File: config.mk
export PLATFORM = sky130hd
export DESIGN_NAME = masked_signature_scanner
export DESIGN_NICKNAME = d
export VERILOG_FILES = /design/src/rtl/mss_pkg.sv /design/src/rtl/masked_signature_scanner.sv /design/src/rtl/mss_cfg_regs.sv /design/src/rtl/mss_matcher.sv
export SDC_FILE = /design/constraint.sdc
export NUM_CORES = 2
export LEC_CHECK = 0
export ABC_AREA = 1
export ABC_CLOCK_PERIOD_IN_PS = 18650
export BUFFER_PORTS_ARGS = -buffer_cell sky130_fd_sc_hd__buf_2
export CELL_PAD_IN_SITES_DETAIL_PLACEMENT = 0
export CELL_PAD_IN_SITES_GLOBAL_PLACEMENT = 2
export CORE_UTILIZATION = 38
export DETAILED_ROUTE_END_ITERATION = 10
export PLACE_DENSITY = 0.87
export RECOVER_POWER = 100
export SLEW_MARGIN = 20
export SYNTH_ARGS = -nofsm -noshare
export SYNTH_HDL_FRONTEND = slang
export SYNTH_SLANG_ARGS = --single-unit
File: constraint.sdc
create_clock -name clk -period 18.65 [get_ports clk]
set_input_delay 0.9325 -clock clk [delete_from_list [all_inputs] [get_ports clk]]
set_output_delay 0.9325 -clock clk [all_outputs]
set_load 0.005 [all_outputs]
File: src/rtl/mss_pkg.sv
package mss_pkg;

    // default sizing
    localparam int MAX_PATTERN_DEF = 16;
    localparam int OFFSET_BITS_DEF = 32;

    // fixed register and field widths
    localparam int CFG_DATA_W      = 64;
    localparam int CFG_INDEX_W     = 3;
    localparam int LENGTH_W        = 5;
    localparam int START_W         = 32;
    localparam int RESULT_OFFSET_W = 32;
    localparam int CODE_W          = 4;
    localparam int BYTE_W          = 8;

    // mask codes
    localparam logic [CODE_W-1:0] CODE_WILD       = 4'd0;
    localparam logic [CODE_W-1:0] CODE_EXACT      = 4'd1;
    localparam logic [CODE_W-1:0] CODE_GROUP_LAST = 4'd11;

    // configuration register indexes
    typedef enum logic [CFG_INDEX_W-1:0] {
        REG_PATTERN_LOW    = 3'd0,
        REG_PATTERN_HIGH   = 3'd1,
        REG_MASK_CODES     = 3'd2,
        REG_PATTERN_LENGTH = 3'd3,
        REG_START_OFFSET   = 3'd4
    } cfg_reg_t;

    // result status codes
    typedef enum logic [1:0] {
        STATUS_MATCH     = 2'd0,
        STATUS_NOT_FOUND = 2'd1,
        STATUS_INVALID   = 2'd2
    } scan_status_t;

    // configuration as seen by the datapath
    typedef struct packed {
        logic [2*CFG_DATA_W-1:0] pattern_bytes;
        logic [CFG_DATA_W-1:0]   mask_codes;
        logic [LENGTH_W-1:0]     eff_length;
        logic [START_W-1:0]      start_offset;
    } cfg_t;

endpackage

File: src/rtl/masked_signature_scanner.sv
// Masked byte signature scanner. A memory region streams in one byte per beat, last_byte
// set on its final byte, and every alignment at or after start_offset is compared against
// a pattern of up to MAX_PATTERN positions (wildcard, exact byte, or one of ten groups
// whose bytes must agree). Each region yields exactly one result beat: match with the
// offset just past the first hit, nothing found at the region end, or invalid when an
// alignment matches up to an invalid mask code. Throughput is one byte per clock while
// the input is not stalled: the whole window is compared in parallel in the single stage
// between the input and result registers, so a result is registered as its byte leaves
// the input register. Input is stalled only while a finished result is held by a stalled
// output. Write the configuration registers only while no region is in flight.
module masked_signature_scanner
    import mss_pkg::*;
#(
    parameter int MAX_PATTERN = MAX_PATTERN_DEF,
    parameter int OFFSET_BITS = OFFSET_BITS_DEF
)
(
    input  logic                       clk,
    input  logic                       rst_n,
    input  logic                       cfg_write_en,
    input  logic [CFG_INDEX_W-1:0]     cfg_index,
    input  logic [CFG_DATA_W-1:0]      cfg_data,
    input  logic                       in_valid,
    output logic                       in_stall,
    input  logic [BYTE_W-1:0]          data_byte,
    input  logic                       last_byte,
    output logic                       out_valid,
    input  logic                       out_stall,
    output logic [1:0]                 scan_status,
    output logic [RESULT_OFFSET_W-1:0] match_end_offset
);

    localparam int CMP_W = ((OFFSET_BITS > START_W) ? OFFSET_BITS : START_W) + 1;
    localparam logic [OFFSET_BITS-1:0] COUNT_FULL = '1;

    cfg_t cfg;

    logic                               in_valid_reg;
    logic [BYTE_W-1:0]                  data_reg;
    logic                               last_reg;
    logic [MAX_PATTERN-1:0][BYTE_W-1:0] window_reg;
    logic [MAX_PATTERN-1:0][BYTE_W-1:0] window_next;
    logic [MAX_PATTERN-1:0][BYTE_W-1:0] shifted;
    logic [OFFSET_BITS-1:0]             bytes_seen_reg;
    logic [OFFSET_BITS-1:0]             bytes_seen_next;
    logic [OFFSET_BITS-1:0]             seen_inc;
    logic                               region_done_reg;
    logic                               region_done_next;
    logic                               out_valid_reg;
    logic                               out_valid_next;
    scan_status_t                       status_reg;
    scan_status_t                       status_next;
    logic [RESULT_OFFSET_W-1:0]         offset_reg;
    logic [RESULT_OFFSET_W-1:0]         offset_next;
    logic                               advance;
    logic                               live;
    logic                               test_en;
    logic [CMP_W-1:0]                   threshold;
    scan_status_t                       test_status;

    mss_cfg_regs #(
        .MAX_PATTERN (MAX_PATTERN)
    ) u_cfg_regs (
        .clk          (clk),
        .rst_n        (rst_n),
        .cfg_write_en (cfg_write_en),
        .cfg_index    (cfg_index),
        .cfg_data     (cfg_data),
        .cfg          (cfg)
    );

    // handshake: the stored beat moves on when the result slot is free
    assign advance  = in_valid_reg && (!out_valid_reg || !out_stall);
    assign in_stall = in_valid_reg && !advance;

    // input register
    always_ff @(posedge clk or negedge rst_n)
    begin
        if (!rst_n)
            in_valid_reg <= 1'b0;
        else if (!in_stall)
            in_valid_reg <= in_valid;
    end

    always_ff @(posedge clk)
    begin
        if (in_valid && !in_stall)
        begin
            data_reg <= data_byte;
            last_reg <= last_byte;
        end
    end

    // window with the stored byte shifted in
    always_comb
    begin
        shifted[0] = data_reg;
        for (int i = 1; i < MAX_PATTERN; i++)
            shifted[i] = window_reg[i-1];
    end

    mss_matcher #(
        .MAX_PATTERN (MAX_PATTERN)
    ) u_matcher (
        .window (shifted),
        .cfg    (cfg),
        .status (test_status)
    );

    // alignment ending at this byte is tested once it starts at or after start_offset
    assign seen_inc  = bytes_seen_reg + OFFSET_BITS'(1);
    assign threshold = CMP_W'(cfg.start_offset) + CMP_W'(cfg.eff_length) - CMP_W'(1);
    assign test_en   = CMP_W'(bytes_seen_reg) >= threshold;
    assign live      = !region_done_reg && (bytes_seen_reg != COUNT_FULL);

    // region state and result slot
    always_comb
    begin
        window_next      = window_reg;
        bytes_seen_next  = bytes_seen_reg;
        region_done_next = region_done_reg;
        out_valid_next   = out_valid_reg;
        status_next      = status_reg;
        offset_next      = offset_reg;

        if (out_valid_reg && !out_stall)
            out_valid_next = 1'b0;

        if (advance)
        begin
            if (live)
            begin
                window_next     = shifted;
                bytes_seen_next = seen_inc;
                if (test_en && (test_status != STATUS_NOT_FOUND))
                begin
                    out_valid_next   = 1'b1;
                    status_next      = test_status;
                    offset_next      = (test_status == STATUS_MATCH)
                                       ? RESULT_OFFSET_W'(seen_inc) : '0;
                    region_done_next = 1'b1;
                end
            end
            if (last_reg)
            begin
                if (!region_done_next)
                begin
                    out_valid_next = 1'b1;
                    status_next    = STATUS_NOT_FOUND;
                    offset_next    = '0;
                end
                window_next      = '0;
                bytes_seen_next  = '0;
                region_done_next = 1'b0;
            end
        end
    end

    always_ff @(posedge clk or negedge rst_n)
    begin
        if (!rst_n)
        begin
            window_reg      <= '0;
            bytes_seen_reg  <= '0;
            region_done_reg <= 1'b0;
            out_valid_reg   <= 1'b0;
        end
        else
        begin
            window_reg      <= window_next;
            bytes_seen_reg  <= bytes_seen_next;
            region_done_reg <= region_done_next;
            out_valid_reg   <= out_valid_next;
        end
    end

    // result payload
    always_ff @(posedge clk)
    begin
        status_reg <= status_next;
        offset_reg <= offset_next;
    end

    assign out_valid        = out_valid_reg;
    assign scan_status      = status_reg;
    assign match_end_offset = offset_reg;

endmodule

File: src/rtl/mss_cfg_regs.sv
module mss_cfg_regs
    import mss_pkg::*;
#(
    parameter int MAX_PATTERN = MAX_PATTERN_DEF
)
(
    input  logic                   clk,
    input  logic                   rst_n,
    input  logic                   cfg_write_en,
    input  logic [CFG_INDEX_W-1:0] cfg_index,
    input  logic [CFG_DATA_W-1:0]  cfg_data,
    output cfg_t                   cfg
);

    logic [CFG_DATA_W-1:0] pattern_low_reg;
    logic [CFG_DATA_W-1:0] pattern_high_reg;
    logic [CFG_DATA_W-1:0] mask_codes_reg;
    logic [LENGTH_W-1:0]   length_reg;
    logic [START_W-1:0]    start_offset_reg;
    logic [LENGTH_W-1:0]   eff_length;

    // register writes
    always_ff @(posedge clk or negedge rst_n)
    begin
        if (!rst_n)
        begin
            pattern_low_reg  <= '0;
            pattern_high_reg <= '0;
            mask_codes_reg   <= '0;
            length_reg       <= LENGTH_W'(1);
            start_offset_reg <= '0;
        end
        else if (cfg_write_en)
        begin
            unique case (cfg_index)
                REG_PATTERN_LOW:    pattern_low_reg  <= cfg_data;
                REG_PATTERN_HIGH:   pattern_high_reg <= cfg_data;
                REG_MASK_CODES:     mask_codes_reg   <= cfg_data;
                REG_PATTERN_LENGTH: length_reg       <= cfg_data[LENGTH_W-1:0];
                REG_START_OFFSET:   start_offset_reg <= cfg_data[START_W-1:0];
                default:            ;
            endcase
        end
    end

    // clamp length into 1..MAX_PATTERN
    always_comb
    begin
        priority if (length_reg == '0)
            eff_length = LENGTH_W'(1);
        else if (length_reg > LENGTH_W'(MAX_PATTERN))
            eff_length = LENGTH_W'(MAX_PATTERN);
        else
            eff_length = length_reg;
    end

    assign cfg.pattern_bytes = {pattern_high_reg, pattern_low_reg};
    assign cfg.mask_codes    = mask_codes_reg;
    assign cfg.eff_length    = eff_length;
    assign cfg.start_offset  = start_offset_reg;

endmodule

File: src/rtl/mss_matcher.sv
module mss_matcher
    import mss_pkg::*;
#(
    parameter int MAX_PATTERN = MAX_PATTERN_DEF
)
(
    input  logic [MAX_PATTERN-1:0][BYTE_W-1:0] window,
    input  cfg_t                               cfg,
    output scan_status_t                       status
);

    localparam int SUM_W = LENGTH_W + 1;

    logic [MAX_PATTERN-1:0][CODE_W-1:0] code;
    logic [MAX_PATTERN-1:0][BYTE_W-1:0] pos_byte;
    logic [MAX_PATTERN-1:0][BYTE_W-1:0] pat_byte;
    logic [MAX_PATTERN-1:0]             in_use;
    logic [MAX_PATTERN-1:0]             bad;
    logic [MAX_PATTERN-1:0]             checked;
    logic [MAX_PATTERN-1:0]             holds;
    logic                               fail;

    // per position: code, pattern byte, aligned window byte
    always_comb
    begin
        for (int p = 0; p < MAX_PATTERN; p++)
        begin
            code[p]     = cfg.mask_codes[CODE_W*p +: CODE_W];
            pat_byte[p] = cfg.pattern_bytes[BYTE_W*p +: BYTE_W];
            in_use[p]   = LENGTH_W'(p) < cfg.eff_length;
            bad[p]      = in_use[p] && (code[p] > CODE_GROUP_LAST);
            // position p sits eff_length-1-p places behind the newest byte
            pos_byte[p] = '0;
            for (int j = 0; j < MAX_PATTERN; j++)
            begin
                if (SUM_W'(j) + SUM_W'(p) + SUM_W'(1) == SUM_W'(cfg.eff_length))
                    pos_byte[p] = window[j];
            end
        end
    end

    // only positions ahead of the first invalid code are checked; group tests still compare every member in use
    always_comb
    begin
        logic seen_bad;
        seen_bad = 1'b0;
        for (int p = 0; p < MAX_PATTERN; p++)
        begin
            seen_bad   = seen_bad | bad[p];
            checked[p] = in_use[p] && !seen_bad;
        end
    end

    // position tests: wildcard, exact byte, or group equality
    always_comb
    begin
        for (int p = 0; p < MAX_PATTERN; p++)
        begin
            priority if (code[p] == CODE_WILD)
                holds[p] = 1'b1;
            else if (code[p] == CODE_EXACT)
                holds[p] = (pos_byte[p] == pat_byte[p]);
            else
            begin
                holds[p] = 1'b1;
                for (int q = 0; q < MAX_PATTERN; q++)
                begin
                    if (in_use[q] && (code[q] == code[p]) && (pos_byte[q] != pos_byte[p]))
                        holds[p] = 1'b0;
                end
            end
        end
    end

    assign fail = |(checked & ~holds);

    // alignment verdict
    always_comb
    begin
        priority if (fail)
            status = STATUS_NOT_FOUND;
        else if (|bad)
            status = STATUS_INVALID;
        else
            status = STATUS_MATCH;
    end

endmodule

==> results.yml <==
clocking:
  cts_hold_buf: 0
  cts_made_buffers: 53
  clock_sinks: 427
  cts_setup_buffers: 0
  clk_pin_slew_ps: 60
  cts_tree: "yes"
  insertion_delay_ps: 780
  h-tree-depth: 2
  clock-root-buffer: "clkbuf_16"
  clock_path_buffers: 3
  cts_resized: 0
setup_path:
  cp-start-kind: "register"
  end_kind: "register"
  r2r-start: "u_cfg_regs.length_reg[4]$_DFFE_PN0P_"
  path_common_cell: "nand2_1"
  cp.required_ps: 19180
  cp_slowest_cell: "clkbuf_1"
  r2r_slack_ps: 4720
  startpoint: "u_cfg_regs.length_reg[4]$_DFFE_PN0P_"
  cp.arrival_ps: 14460
  critPathTopFamily: "simple AND/OR/NAND/NOR gates"
  critPathMaxStageDelay_ps: 2740
  path_class: "register to register"
  path_max_fanout: 72
  crit_buf_inv: 6
logic_synthesis:
  avgSynthCellArea_um2: 5.83
  ys_seq_elements: 427
  synth_cell_types: 71
  synthesis.area_um2: 52400
  synth_cells: 8986
  ys_warn_count: 0
  yosysSeqAreaShare_pct: 20.8
  synth_fp_nets: 9137
  synth-edff-count: 43
  synth-async-reset-ratio_pct: 89.9
  synthFlopType: "dfrtp_1"
status:
  violations: "max-capacitance violations, max-slew violations"
  status: "finished with violations"
cells_and_area:
  final_cell_mix: "3170 x nand2_1, 917 x nor2_1, 659 x inv_1"
  drive_gt1_share_pct: 7.35
  final_common_cell: "nand2_1"
  fill_cells: 15000
  nets: 8901
  areaGrowthSynthToFinish_pct: 7.21
  largest_reg_flops: 120
global_routing:
  grt_pass1_wl_um: 500000
  grt-ovfl-total: 0
  antenna_found_initial: 34
  grt_max_degree: 129
  grt_pass1_vias: 60000
  grtUsageTotal_pct: 50.9
power_and_ir_drop:
  peakVddDrop_v: 0.0000906
  powerDensity_nw_per_um2: 139
  p_leak_nw: 26.5
timing:
  worst_slew_pin_slew_ps: 7550
  max_freq_mhz: 71.8
  finalSetupViolCount: 0
  fin_worst_skew_ps: 87.1
  hold_violations: 0
  rsz0062_at_grt: "no"
  relSlewSlack_pct: -403
  post-route-min-period_ps: 13930
  fin_crit_sh_pct: 74.7
  setup_tns_ps: 0
  finalMaxSlewViolations: 1020
  hold_ws_ps: 384
drt:
  viasPerCell: 6.39
  wl_per_cell_um: 34.7
  drc: 0
  drtIter0Drc: 12000
  vias: 67700
  ant_nets: 0
  routed_wl_um: 368000
  firstDrtPassIters: 9
hold_path:
  min_from: "data_byte[6]"
  hold_path_class: "input port to register"
die:
  die_h_um: 373
  die_w_um: 373
  coreArea_um2: 136000
  pin_count: 117
  die-area_um2: 139000
  core.rowCount: 135
  start_util_pct: 38.5
placement:
  hpwlAfterDp_um: 262000
  gp_congestion: 1.11
  portBuffers: 116
run:
  cap_viol_max_count: 15
==> cell families (layout without fill, tap and decap cells) <==
kind of cell               count (synthesis)  in the layout  share of synthesized area [%]
DFF                                      427            427                           20.8
xor gates and xnor gates                 716            716                           12.0
other                                      0             18                              0
adders and majority gates                 70             70                           1.69
and+or+nand+nor                         5321           5321                           43.0
buffers and inverters                   1386           1191                           10.8
AOI/OAI and AO/OA                       1066           1066                           11.7
==> final timing paths <==
kind / to / depth (start not counted)
max reg2reg: match_end_offset[17]$_DFFE_PP_ / 31
max in group asynchronous: u_cfg_regs.length_reg[4]$_DFFE_PN0P_ / 2
min: data_reg[6]$_DFFE_PP_ / 1
min reg2reg: u_cfg_regs.mask_codes_reg[33]$_DFFE_PN0P_ / 2
min in group asynchronous: shifted[19]$_DFFE_PN0P_ / 1
max: match_end_offset[17]$_DFFE_PP_ / 31
==> cell type report <==
type / count / area [um2] / share of cell area, %
clock inverter: 22 / 344 / 0.612
timing repair buffer: 347 / 2280 / 4.05
sequential: 427 / 10900 / 19.4
multi-input combinational: 7173 / 36000 / 64.1
inverter: 748 / 2810 / 5.00
tap: 1781 / 2230 / 3.97
clock buffer: 74 / 1540 / 2.73
antenna: 18 / 45.0 / 0.0802
==> synth_stat cells (43+ instances only) <==
cell type,n,area share [%]
buf_2,181,1.7
nor2_1,929,6.7
inv_1,659,4.7
inv_2,74,0.53
clkbuf_1,336,2.4
xnor2_1,325,5.4
nand3_1,565,5.4
and3_1,44,0.53
nor4_1,68,0.81
nor3_1,101,0.96
o21ai_0,354,3.4
a21oi_1,299,2.9
o211ai_1,48,0.69
dfrtp_1,383,18
buf_1,61,0.44
buf_4,51,0.73
nand2_1,3170,23
nand4_1,312,3.7
o22ai_1,226,2.7
nand2_2,58,0.69
ha_1,69,1.6
edfxtp_1,43,2.5
a221oi_1,43,0.72
xor2_1,391,6.5
==> through the flow <==
stage / std cells / utilization, % / cell area, um2 / setup slack (ps) / total power (W)
after floorplan: 8986 / - / 52400 / 12130 / 0.00403
final: 10600 / 41.3 / 56200 / 4720 / 0.00780
after global routing: 10600 / 41.2 / 56100 / 4410 / 0.00792
after CTS: 10600 / 41.3 / 56200 / 9130 / 0.00737
after global placement: 10500 / 39.9 / 54300 / 9160 / 0.00619
after detailed placement: 10500 / 39.9 / 54300 / 9160 / 0.00620
==> layer usage <==
metal / GRT usage [%] / part of all wire [%]
met1: 64.0 / 38
met2: 69.8 / 38
met3: 21.4 / 15
met4: 35.0 / 8.7
met5: 0 / 0.041
==> power breakdown <==
| part | total (W) | internal [W] | leakage, nW | switching [W] |
|---|---|---|---|---|
| clock network | 0.00117 | 0.000671 | 0.915 | 0.000503 |
| logic | 0.00537 | 0.00131 | 20.1 | 0.00406 |
| registers | 0.00126 | 0.00106 | 5.45 | 0.000195 |
| total | 0.00780 | 0.00304 | 26.5 | 0.00476 |
(Power assumes the default switching activity.)
